File: config.mk
export PLATFORM = sky130hd
export DESIGN_NAME = duty_cycled_particle_averager
export DESIGN_NICKNAME = d
export VERILOG_FILES = /design/src/rtl/dpa_pkg.sv /design/src/rtl/dpa_lane.sv /design/src/rtl/dpa_ctrl.sv /design/src/rtl/duty_cycled_particle_averager.sv
export SDC_FILE = /design/constraint.sdc
export NUM_CORES = 2
export LEC_CHECK = 0
export BUFFER_PORTS_ARGS = -buffer_cell sky130_fd_sc_hd__buf_2
export CAP_MARGIN = 20
export CORE_MARGIN = 10
export CORE_UTILIZATION = 35
export DETAILED_ROUTE_END_ITERATION = 7
export GPL_TIMING_DRIVEN = 0
export SLEW_MARGIN = 15
export SYNTH_ARGS = -nofsm -noshare
export SYNTH_HDL_FRONTEND = slang
export SYNTH_SLANG_ARGS = --single-unit
File: constraint.sdc
create_clock -name clock -period 6.4 [get_ports clock]
set_clock_uncertainty 0.15 [all_clocks]
set_input_delay 0.64 -clock clock [delete_from_list [all_inputs] [get_ports clock]]
set_output_delay 0.64 -clock clock [all_outputs]
set_load 0.02 [all_outputs]
File: src/rtl/dpa_pkg.sv
// Shared types and constants for the duty-cycled particle averager.
// No dependencies; every other file in rtl/ imports this package.
`timescale 1ns / 1ps

package dpa_pkg;

   localparam int LANES      = 3;
   localparam int RAW_W      = 16;
   localparam int SUM_W      = 32;
   localparam int FRAMES_W   = 16;
   localparam int WAKE_W     = 27;
   localparam int INTERVAL_W = 20;
   localparam int OUT_TIME_W = 32;
   localparam int COUNT_W    = 32;

   localparam logic [FRAMES_W-1:0]   FRAMES_MAX   = '1;
   localparam logic [WAKE_W-1:0]     WAKE_RST     = WAKE_W'(60000);
   localparam logic [INTERVAL_W-1:0] WARMUP_RST   = INTERVAL_W'(30000);
   localparam logic [INTERVAL_W-1:0] WINDOW_RST   = INTERVAL_W'(10000);
   localparam logic [INTERVAL_W-1:0] STALE_TO_RST = INTERVAL_W'(10000);

   // register map, one 32-bit word per register
   typedef enum logic [1:0] {
      CSR_WAKE_PERIOD = 2'd0,
      CSR_WARMUP      = 2'd1,
      CSR_WINDOW      = 2'd2,
      CSR_STALE_TO    = 2'd3
   } csr_idx_type;

   typedef enum logic [2:0] {
      ST_IDLE,
      ST_CALC,
      ST_APPLY,
      ST_LOAD,
      ST_DIV,
      ST_OUT
   } state_type;

   typedef struct packed {
      logic [WAKE_W-1:0]     wake_period;
      logic [INTERVAL_W-1:0] warmup;
      logic [INTERVAL_W-1:0] window;
      logic [INTERVAL_W-1:0] stale_to;
   } cfg_type;

   // sequencer commands to every lane
   typedef struct packed {
      logic                capture;
      logic                clear;
      logic                acc;
      logic                load;
      logic                step;
      logic                commit;
      logic [FRAMES_W-1:0] divisor;
   } lane_ctl_type;

   typedef struct packed {
      logic                  out_load;
      logic                  asleep;
      logic                  have_reading;
      logic                  new_mean;
      logic                  stale;
      logic [OUT_TIME_W-1:0] mean_time;
      logic [COUNT_W-1:0]    count;
   } status_type;

endpackage

File: src/rtl/dpa_lane.sv
// One measurement lane: latches a raw reading, accumulates the window sum and
// divides it by the frame count with a bit-serial restoring divider.
// Depends on dpa_pkg.
`timescale 1ns / 1ps

module dpa_lane (
   input  logic                               clock,
   input  logic                               reset,
   input  dpa_pkg::lane_ctl_type              ctl,
   input  logic [dpa_pkg::RAW_W-1:0]          raw,
   output logic [dpa_pkg::RAW_W-1:0]          mean
);
   import dpa_pkg::*;

   logic [RAW_W-1:0] raw_ff;
   logic [SUM_W-1:0] sum_ff;
   logic [RAW_W-1:0] rem_ff;
   logic [RAW_W-1:0] quo_ff;
   logic [RAW_W-1:0] mean_ff;

   logic [RAW_W:0]   shifted;
   logic [RAW_W:0]   diff;
   logic             ge;
   logic [RAW_W-1:0] rem_in;
   logic [RAW_W-1:0] quo_in;

   // sum < frames * 2^16, so the upper half is already below the divisor and
   // sixteen quotient bits cover the whole result
   always_comb begin
      shifted = {rem_ff, quo_ff[RAW_W-1]};
      diff    = shifted - {1'b0, ctl.divisor};
      ge      = shifted >= {1'b0, ctl.divisor};
      rem_in  = ge ? diff[RAW_W-1:0] : shifted[RAW_W-1:0];
      quo_in  = {quo_ff[RAW_W-2:0], ge};
   end

   always_ff @(posedge clock) begin
      if (ctl.capture) begin
         raw_ff <= raw;
      end
      if (ctl.load) begin
         rem_ff <= sum_ff[SUM_W-1:RAW_W];
         quo_ff <= sum_ff[RAW_W-1:0];
      end else if (ctl.step) begin
         rem_ff <= rem_in;
         quo_ff <= quo_in;
      end
   end

   always_ff @(posedge clock) begin
      if (reset) begin
         sum_ff  <= '0;
         mean_ff <= '0;
      end else begin
         if (ctl.clear) begin
            sum_ff <= '0;
         end else if (ctl.acc) begin
            sum_ff <= sum_ff + SUM_W'(raw_ff);
         end
         if (ctl.commit) begin
            mean_ff <= quo_in;
         end
      end
   end

   assign mean = mean_ff;

endmodule

File: src/rtl/dpa_ctrl.sv
// Duty-cycle sequencer: wake, warm-up, window and stale timing, frame count,
// publication bookkeeping and the lane command stream.
// Depends on dpa_pkg.
`timescale 1ns / 1ps

module dpa_ctrl #(
   parameter int TIME_WIDTH = 32
) (
   input  logic                          clock,
   input  logic                          reset,
   input  dpa_pkg::cfg_type              cfg,
   input  logic                          req_valid,
   output logic                          req_ready,
   input  logic [31:0]                   req_now,
   input  logic                          req_frame,
   input  logic                          rsp_free,
   output dpa_pkg::lane_ctl_type         lane_ctl,
   output dpa_pkg::status_type           status
);
   import dpa_pkg::*;

   localparam int CW    = (TIME_WIDTH > WAKE_W) ? TIME_WIDTH : WAKE_W;
   localparam int CNT_W = $clog2(RAW_W);
   localparam logic [CNT_W-1:0] CNT_LAST = CNT_W'(RAW_W - 1);

   state_type state_ff, state_in;

   logic [TIME_WIDTH-1:0] now_ff, cycle_ff, wake_ff, last_ff, pub_time_ff;
   logic [TIME_WIDTH-1:0] cycle_in, wake_in, last_in, pub_time_in;
   logic                  frame_ff;
   logic                  wake_hit_ff, warm_el_ff, end_el_ff, stale_el_ff;
   logic                  wake_hit_in, warm_el_in, end_el_in, stale_el_in;
   logic                  asleep_ff, warming_ff, valid_ff, new_mean_ff, stale_ff;
   logic                  asleep_in, warming_in, valid_in, new_mean_in, stale_in;
   logic [FRAMES_W-1:0]   frames_ff, frames_in;
   logic [COUNT_W-1:0]    count_ff, count_in;
   logic [CNT_W-1:0]      cnt_ff, cnt_in;

   logic [TIME_WIDTH+31:0]   now_ext;
   logic [TIME_WIDTH+31:0]   pub_ext;
   logic                     accept;
   logic [TIME_WIDTH-1:0]    el_cycle, el_wake, el_last;
   logic [INTERVAL_W:0]      warm_end;
   logic                     awake, warming_cur, warm_eff, acc, finish, publish;

   assign accept  = req_valid && req_ready;
   assign now_ext = {{TIME_WIDTH{1'b0}}, req_now};
   assign pub_ext = {32'b0, pub_time_ff};

   // timing compares, registered once per item
   always_comb begin
      el_cycle    = now_ff - cycle_ff;
      el_wake     = now_ff - wake_ff;
      el_last     = now_ff - last_ff;
      warm_end    = {1'b0, cfg.warmup} + {1'b0, cfg.window};
      wake_hit_in = asleep_ff && (CW'(el_cycle) >= CW'(cfg.wake_period));
      warm_el_in  = CW'(el_wake) >= CW'(cfg.warmup);
      end_el_in   = CW'(el_wake) >= CW'(warm_end);
      stale_el_in = CW'(el_last) > CW'(cfg.stale_to);
   end

   // per-item state update
   always_comb begin
      awake       = !asleep_ff || wake_hit_ff;
      warming_cur = wake_hit_ff || warming_ff;
      // right after a wake the elapsed time is zero
      warm_eff    = wake_hit_ff ? (cfg.warmup == '0) : warm_el_ff;
      acc         = awake && !warming_cur && frame_ff && (frames_ff != FRAMES_MAX);
      finish      = awake && !warming_cur && end_el_ff;

      cycle_in    = cycle_ff;
      wake_in     = wake_ff;
      last_in     = last_ff;
      pub_time_in = pub_time_ff;
      asleep_in   = asleep_ff;
      warming_in  = warming_ff;
      valid_in    = valid_ff;
      new_mean_in = new_mean_ff;
      stale_in    = stale_ff;
      count_in    = count_ff;
      frames_in   = frames_ff;
      publish     = 1'b0;

      if (state_ff == ST_APPLY) begin
         frames_in = wake_hit_ff ? '0 : frames_ff + FRAMES_W'(acc);
         publish   = finish && (frames_in != '0);
         if (wake_hit_ff) begin
            cycle_in = now_ff;
            wake_in  = now_ff;
            last_in  = now_ff;
         end
         if (frame_ff) begin
            last_in = now_ff;
         end
         if (awake) begin
            asleep_in  = finish;
            warming_in = warming_cur ? !warm_eff : 1'b0;
         end
         if (publish) begin
            valid_in    = 1'b1;
            pub_time_in = now_ff;
            count_in    = count_ff + COUNT_W'(1);
         end
         new_mean_in = publish;
         stale_in    = !asleep_in && valid_ff && !(frame_ff || wake_hit_ff) && stale_el_ff;
      end
   end

   always_comb begin
      cnt_in = cnt_ff;
      if (state_ff == ST_LOAD) begin
         cnt_in = '0;
      end else if (state_ff == ST_DIV) begin
         cnt_in = cnt_ff + CNT_W'(1);
      end
   end

   // next state
   always_comb begin
      state_in = state_ff;
      case (state_ff)
         ST_IDLE:  if (req_valid) state_in = ST_CALC;
         ST_CALC:  state_in = ST_APPLY;
         ST_APPLY: state_in = publish ? ST_LOAD : ST_OUT;
         ST_LOAD:  state_in = ST_DIV;
         ST_DIV:   if (cnt_ff == CNT_LAST) state_in = ST_OUT;
         ST_OUT:   if (rsp_free) state_in = ST_IDLE;
         default:  state_in = ST_IDLE;
      endcase
   end

   // outputs
   always_comb begin
      req_ready        = (state_ff == ST_IDLE);
      lane_ctl.capture = accept;
      lane_ctl.clear   = (state_ff == ST_APPLY) && wake_hit_ff;
      lane_ctl.acc     = (state_ff == ST_APPLY) && acc;
      lane_ctl.load    = (state_ff == ST_LOAD);
      lane_ctl.step    = (state_ff == ST_DIV);
      lane_ctl.commit  = (state_ff == ST_DIV) && (cnt_ff == CNT_LAST);
      lane_ctl.divisor = frames_ff;

      status.out_load     = (state_ff == ST_OUT) && rsp_free;
      status.asleep       = asleep_ff;
      status.have_reading = valid_ff;
      status.new_mean     = new_mean_ff;
      status.stale        = stale_ff;
      status.mean_time    = pub_ext[OUT_TIME_W-1:0];
      status.count        = count_ff;
   end

   always_ff @(posedge clock) begin
      if (accept) begin
         now_ff   <= now_ext[TIME_WIDTH-1:0];
         frame_ff <= req_frame;
      end
      if (state_ff == ST_CALC) begin
         wake_hit_ff <= wake_hit_in;
         warm_el_ff  <= warm_el_in;
         end_el_ff   <= end_el_in;
         stale_el_ff <= stale_el_in;
      end
      cnt_ff <= cnt_in;
   end

   always_ff @(posedge clock) begin
      if (reset) begin
         state_ff    <= ST_IDLE;
         asleep_ff   <= 1'b0;
         warming_ff  <= 1'b1;
         cycle_ff    <= '0;
         wake_ff     <= '0;
         last_ff     <= '0;
         pub_time_ff <= '0;
         valid_ff    <= 1'b0;
         new_mean_ff <= 1'b0;
         stale_ff    <= 1'b0;
         count_ff    <= '0;
         frames_ff   <= '0;
      end else begin
         state_ff    <= state_in;
         asleep_ff   <= asleep_in;
         warming_ff  <= warming_in;
         cycle_ff    <= cycle_in;
         wake_ff     <= wake_in;
         last_ff     <= last_in;
         pub_time_ff <= pub_time_in;
         valid_ff    <= valid_in;
         new_mean_ff <= new_mean_in;
         stale_ff    <= stale_in;
         count_ff    <= count_in;
         frames_ff   <= frames_in;
      end
   end

   a_accept_to_calc: assert property (@(posedge clock) disable iff (reset)
      accept |=> (state_ff == ST_CALC))
      else $error("accepted beat did not start the timing compare");

   a_divisor_nonzero: assert property (@(posedge clock) disable iff (reset)
      (state_ff == ST_LOAD) |-> (frames_ff != '0))
      else $error("division started with an empty window");

   a_publish_sleeps: assert property (@(posedge clock) disable iff (reset)
      (status.out_load && new_mean_ff) |-> (asleep_ff && valid_ff))
      else $error("mean published without sleep or valid reading");

   a_count_step: assert property (@(posedge clock) disable iff (reset)
      !$stable(count_ff) |-> (count_ff == $past(count_ff) + COUNT_W'(1)))
      else $error("publication count moved by other than one");

endmodule

File: src/rtl/duty_cycled_particle_averager.sv
// Top level of the duty-cycled particle averager: register file, sequencer,
// three averaging lanes and the merged result register.
// Depends on dpa_pkg, dpa_ctrl and dpa_lane.
`timescale 1ns / 1ps

// One input beat per time tick yields exactly one result beat. A beat that
// publishes no new means passes the CALC, APPLY and OUT states before the
// next beat can be accepted; one that publishes new means also passes LOAD and
// the 16-step restoring divider that each of the three lanes (PM1.0, PM2.5,
// PM10) runs in parallel on its window sum. The result has its own register,
// so a new beat is taken while the previous result waits; a further result is
// held back only if that register is still full. Reset leaves the sensor awake
// and warming at time 0. The user must write configuration through the CSR
// port only while the block is idle; the block itself does not enforce it.
module duty_cycled_particle_averager #(
   parameter int TIME_WIDTH = 32
) (
   input  logic         clock,
   input  logic         reset,
   // req_tdata: now_ms[31:0], pm1_raw[47:32], pm25_raw[63:48], pm10_raw[79:64]
   input  logic         req_tvalid,
   output logic         req_tready,
   input  logic [79:0]  req_tdata,
   // req_tuser: frame_present[0]
   input  logic         req_tuser,
   // rsp_tdata: sensor_asleep[0], have_reading[1], pm1_mean[17:2],
   // pm25_mean[33:18], pm10_mean[49:34], mean_time_ms[81:50],
   // means_published[113:82], new_mean[114], stale[115], zero[119:116]
   output logic         rsp_tvalid,
   input  logic         rsp_tready,
   output logic [119:0] rsp_tdata,
   input  logic         csr_psel,
   input  logic         csr_penable,
   input  logic         csr_pwrite,
   input  logic [3:0]   csr_paddr,
   input  logic [31:0]  csr_pwdata,
   output logic [31:0]  csr_prdata,
   output logic         csr_pready
);
   import dpa_pkg::*;

   cfg_type      cfg_ff;
   csr_idx_type  csr_idx;
   logic         csr_wr;
   lane_ctl_type lane_ctl;
   status_type   status;
   logic         rsp_free;

   logic [RAW_W-1:0] raw_arr  [LANES];
   logic [RAW_W-1:0] mean_arr [LANES];

   logic         rsp_valid_ff;
   logic [119:0] rsp_data_ff;

   // ---------------- configuration registers ----------------
   assign csr_idx    = csr_idx_type'(csr_paddr[3:2]);
   assign csr_wr     = csr_psel && csr_penable && csr_pwrite && csr_pready;
   assign csr_pready = 1'b1;

   always_ff @(posedge clock) begin
      if (reset) begin
         cfg_ff.wake_period <= WAKE_RST;
         cfg_ff.warmup      <= WARMUP_RST;
         cfg_ff.window      <= WINDOW_RST;
         cfg_ff.stale_to    <= STALE_TO_RST;
      end else if (csr_wr) begin
         case (csr_idx)
            CSR_WAKE_PERIOD: cfg_ff.wake_period <= csr_pwdata[WAKE_W-1:0];
            CSR_WARMUP:      cfg_ff.warmup      <= csr_pwdata[INTERVAL_W-1:0];
            CSR_WINDOW:      cfg_ff.window      <= csr_pwdata[INTERVAL_W-1:0];
            CSR_STALE_TO:    cfg_ff.stale_to    <= csr_pwdata[INTERVAL_W-1:0];
            default:         cfg_ff.stale_to    <= cfg_ff.stale_to;
         endcase
      end
   end

   always_comb begin
      case (csr_idx)
         CSR_WAKE_PERIOD: csr_prdata = 32'(cfg_ff.wake_period);
         CSR_WARMUP:      csr_prdata = 32'(cfg_ff.warmup);
         CSR_WINDOW:      csr_prdata = 32'(cfg_ff.window);
         CSR_STALE_TO:    csr_prdata = 32'(cfg_ff.stale_to);
         default:         csr_prdata = '0;
      endcase
   end

   // ---------------- sequencer ----------------
   assign rsp_free = !rsp_valid_ff || rsp_tready;

   dpa_ctrl #(
      .TIME_WIDTH (TIME_WIDTH)
   ) u_ctrl (
      .clock     (clock),
      .reset     (reset),
      .cfg       (cfg_ff),
      .req_valid (req_tvalid),
      .req_ready (req_tready),
      .req_now   (req_tdata[31:0]),
      .req_frame (req_tuser),
      .rsp_free  (rsp_free),
      .lane_ctl  (lane_ctl),
      .status    (status)
   );

   // ---------------- lanes ----------------
   assign raw_arr[0] = req_tdata[47:32];
   assign raw_arr[1] = req_tdata[63:48];
   assign raw_arr[2] = req_tdata[79:64];

   for (genvar g = 0; g < LANES; g++) begin : g_lane
      dpa_lane u_lane (
         .clock (clock),
         .reset (reset),
         .ctl   (lane_ctl),
         .raw   (raw_arr[g]),
         .mean  (mean_arr[g])
      );
   end

   // ---------------- merged result register ----------------
   always_ff @(posedge clock) begin
      if (status.out_load) begin
         rsp_data_ff <= {4'b0, status.stale, status.new_mean, status.count,
                         status.mean_time, mean_arr[2], mean_arr[1], mean_arr[0],
                         status.have_reading, status.asleep};
      end
   end

   always_ff @(posedge clock) begin
      if (reset) begin
         rsp_valid_ff <= 1'b0;
      end else if (status.out_load) begin
         rsp_valid_ff <= 1'b1;
      end else if (rsp_tready) begin
         rsp_valid_ff <= 1'b0;
      end
   end

   assign rsp_tvalid = rsp_valid_ff;
   assign rsp_tdata  = rsp_data_ff;

endmodule

==> impl_metrics.env <==
export IMPL_status="finished, final reports clean"
export IMPL_core_um2=105000
export IMPL_wl_per_cell_um=20.4
export IMPL_avgSynthCellArea_um2=9.01
export IMPL_synth_commonest_cells="nand2_1, a21oi_1, dfxtp_1, edfxtp_1, nor2_1"
export IMPL_avgViaCountPerCell=5.28
export IMPL_pin_count=279
export IMPL_reg2reg_depth=20
export IMPL_initial_utilization_pct=35.2
export IMPL_synth_simple_area_share_pct=18.9
export IMPL_yosysUniqueCellTypes=90
export IMPL_cts_resized=0
export IMPL_cts_sinks=685
export IMPL_synth_area_um2=37100
export IMPL_setup_tns_ns=0
export IMPL_dr_pass1_iters=5
export IMPL_arrival_ns=6.32
export IMPL_critPathKind="flip-flop to flip-flop"
export IMPL_period_share_pct=95.1
export IMPL_crit_top_cell="o21ai_0"
export IMPL_yosysWarnings=0
export IMPL_whs_path_depth=1
export IMPL_grt_setup_unrepaired="false"
export IMPL_io_buffers=259
export IMPL_r2r_setup_slack_ns=0.31
export IMPL_grt_pass1_wl_um=183000
export IMPL_path_cells="inv_1 -> ha_1 -> inv_1 -> fa_1 -> a211oi_1 -> o21ai_0 -> a41oi_1 -> o21ai_0 -> a21o_1 -> a21oi_1 -> xnor2_1 -> ha_1 -> nand2_1 -> o21ai_0 -> a211oi_1 -> a21oi_1 -> or4_1 -> nor4_1 -> nand3_1 -> a2111o_1"
export IMPL_ys_flop_type="dfxtp_1"
export IMPL_rr_startpoint="u_ctrl.now_ff[0]"
export IMPL_synth_edf_count=297
export IMPL_detail_route_antenna_nets=0
export IMPL_antenna_found_initial=5
export IMPL_ys_ff_latch=685
export IMPL_dp_slack_ns=0.329
export IMPL_fmax_ghz=0.164
export IMPL_finalHoldViolations=0
export IMPL_ys_seq_area_share_pct=45.0
export IMPL_worstMarginPinSlew_ns=1.13
export IMPL_grt_overflow=0
export IMPL_gp_congestion=0.952
export IMPL_finalSetupViolCount=0
export IMPL_vias=31545
export IMPL_cts_tree="yes"
export IMPL_worstReg2RegEnd="u_ctrl.stale_el_ff"
export IMPL_grt_pass1_vias=30263
export IMPL_synthTopCellsByArea="edfxtp_1, dfxtp_1, ha_1, nand2_1, a21oi_1"
export IMPL_slowest_stage="edfxtp_1"
export IMPL_die_height_um=345
export IMPL_fillers=10470
export IMPL_worst_slack_ns=0.310
export IMPL_synth_top_area_share_pct=24.1
export IMPL_yosys_area_share_adder_pct=9.60
export IMPL_grt_usage_pct=19.4
export IMPL_hpwlAfterDp_um=92300
export IMPL_cts_root_buffer="clkbuf_16"
export IMPL_syn2layout_area_growth_pct=17.2
export IMPL_layout_min_cycle_time_ns=6.09
export IMPL_cts_made_buffers=79
export IMPL_hp_class="primary input to flip-flop"
export IMPL_crit_fanout=4
export IMPL_p_per_area_nw_per_um2=246
export IMPL_hold_end="g_lane[1].u_lane.raw_ff[8]"
export IMPL_maxSlewViolCount=0
export IMPL_nNetsFinal=4920
export IMPL_peakVddDrop_uv=184
export IMPL_dieWidth_um=345
export IMPL_required_ns=6.63
export IMPL_synth_top_area_cell="edfxtp_1"
export IMPL_async_reset_ff_share_pct=0
export IMPL_leakage_uw=0.0165
export IMPL_layout_drive_gt1_share_pct=11.0
export IMPL_htree_levels=3
export IMPL_endpoint_kind="flip-flop"
export IMPL_min_from="req_tdata[56]"
export IMPL_dieArea_um2=119000
export IMPL_relSlewSlack_pct=23.9
export IMPL_drc=0
export IMPL_rows=119
export IMPL_synthCells=4112
export IMPL_synth_top_family_by_area="simple AND/OR/NAND/NOR gates"
export IMPL_clk_path_buf_depth=3
export IMPL_synth_xor_area_share_pct=3.71
export IMPL_cp_slowest_stage_delay_ns=0.57
export IMPL_startpoint_type="flip-flop"
export IMPL_wl_um=122000
export IMPL_cap_violations=0
export IMPL_clk_insertion_delay_late_ns=0.66
export IMPL_yosysMostFrequentCell="nand2_1"
export IMPL_drt_initial_drc_count=2488
export IMPL_synth_compound_area_share_pct=16.0
export IMPL_synth_mux_area_share_pct=2.47
export IMPL_grt_max_degree=52
export IMPL_clkTransAtPathRegs_ns=0.06
## cells in the final DEF (no fill, tap or decap), types with 78 or more instances in the layout
cell / count
clkbuf_1: 154
a21oi_1: 447
nand3_1: 78
edfxtp_1: 297
xnor2_1: 106
buf_2: 276
o21ai_0: 178
clkbuf_16: 83
ha_1: 270
nor3_1: 95
dfxtp_1: 388
nand2_1: 756
inv_1: 219
nor2_1: 288
## registers in the layout (all words and copies together), names as in the netlist, 3 cells and up
| name | cells |
|---|---|
| cfg_ff | 87 |
| g_lane.u_lane.mean | 48 |
| g_lane.u_lane.quo_ff | 48 |
| g_lane.u_lane.raw_ff | 48 |
| g_lane.u_lane.rem_ff | 48 |
| g_lane.u_lane.sum_ff | 96 |
| rsp_tdata | 116 |
| u_ctrl.cnt_ff | 4 |
| u_ctrl.count_ff | 32 |
| u_ctrl.cycle_ff | 32 |
| u_ctrl.frames_ff | 16 |
| u_ctrl.last_ff | 32 |
| u_ctrl.now_ff | 32 |
| u_ctrl.pub_time_ff | 32 |
| u_ctrl.state_ff | 3 |
## how the worst max path moves through the flow
| stage | from | to | slack, ns | cells past startpoint |
|---|---|---|---|---|
| after CTS | u_ctrl.now_ff[0] | u_ctrl.stale_el_ff | 0.33 | 20 |
| final | u_ctrl.now_ff[0] | u_ctrl.stale_el_ff | 0.31 | 20 |
| after floorplan | u_ctrl.now_ff[0] | u_ctrl.stale_el_ff | 1.73 | 20 |
| after global routing | u_ctrl.now_ff[0] | u_ctrl.stale_el_ff | 0.009 | 20 |
| after detailed placement | u_ctrl.now_ff[0] | u_ctrl.stale_el_ff | 0.33 | 20 |
| after global placement | u_ctrl.state_ff[2] | rsp_tdata[62] | -0.36 | 4 |
## layout make-up
type,instances,area [um^2],share of cell area (%)
Multi-Input combinational cell,3032,18800,43.4
Sequential cell,685,16700,38.4
Clock buffer,106,2210,5.10
Timing Repair Buffer,316,1970,4.53
Tap cell,1391,1740,4.01
Inverter,219,822,1.89
Buffer,184,767,1.77
Clock inverter,40,395,0.910
Antenna cell,1,2.50,0.00576
## through the flow
stage               area [um^2]  hold slack, ns  utilization, %  cells  power [uW]
detailed placement        40300           0.267            38.3   5778        6100
finish                    43400          0.0275            41.3   5974       10700
floorplan                 37100           0.258               -   4120        5660
global route              43400         0.00630            41.3   5973       11100
CTS                       43400       0.0000974            41.2   5970       10700
global placement          40100           0.260            38.1   5770        6090
## report_power, final
part / total [uW] / internal [uW] / switching, uW
clock: 4620 / 2660 / 1960
sequential: 4750 / 4660 / 93.4
combinational: 1300 / 487 / 811
## critical path: cells and delay by family (launching register included)
kind / cells / cell delay (ns)
AO/OA/AOI/OAI: 10 / 2.73
AND/OR/NAND/NOR: 4 / 0.98
adder cells (fa/ha/maj): 3 / 0.96
flip-flops: 1 / 0.57
buffers and inverters: 2 / 0.22
XOR/XNOR: 1 / 0.22
## repair_timing
item / CTS / global route
hold endpoints to repair: 46 / 0
setup buffers: 0 / 0
hold buffers: 46 / 0
## routing by layer
layer | global-route usage, % | vias up | share of wire, %
met1 | 25.4 | 15027 | 44
met2 | 32.5 | 939 | 47
li1 | - | 15395 | -
met5 | 0 | - | 0.011
met4 | 6.16 | 2 | 3.1
met3 | 3.09 | 182 | 6.1
## logic make-up after synthesis
logic type / after synthesis
simple gates: 1547
xor+xnor: 157
flops: 685
other cells: 2
compound gates: 973
mux: 66
buf+inv: 403
fa+ha+maj: 279
(Power assumes the default switching activity.)
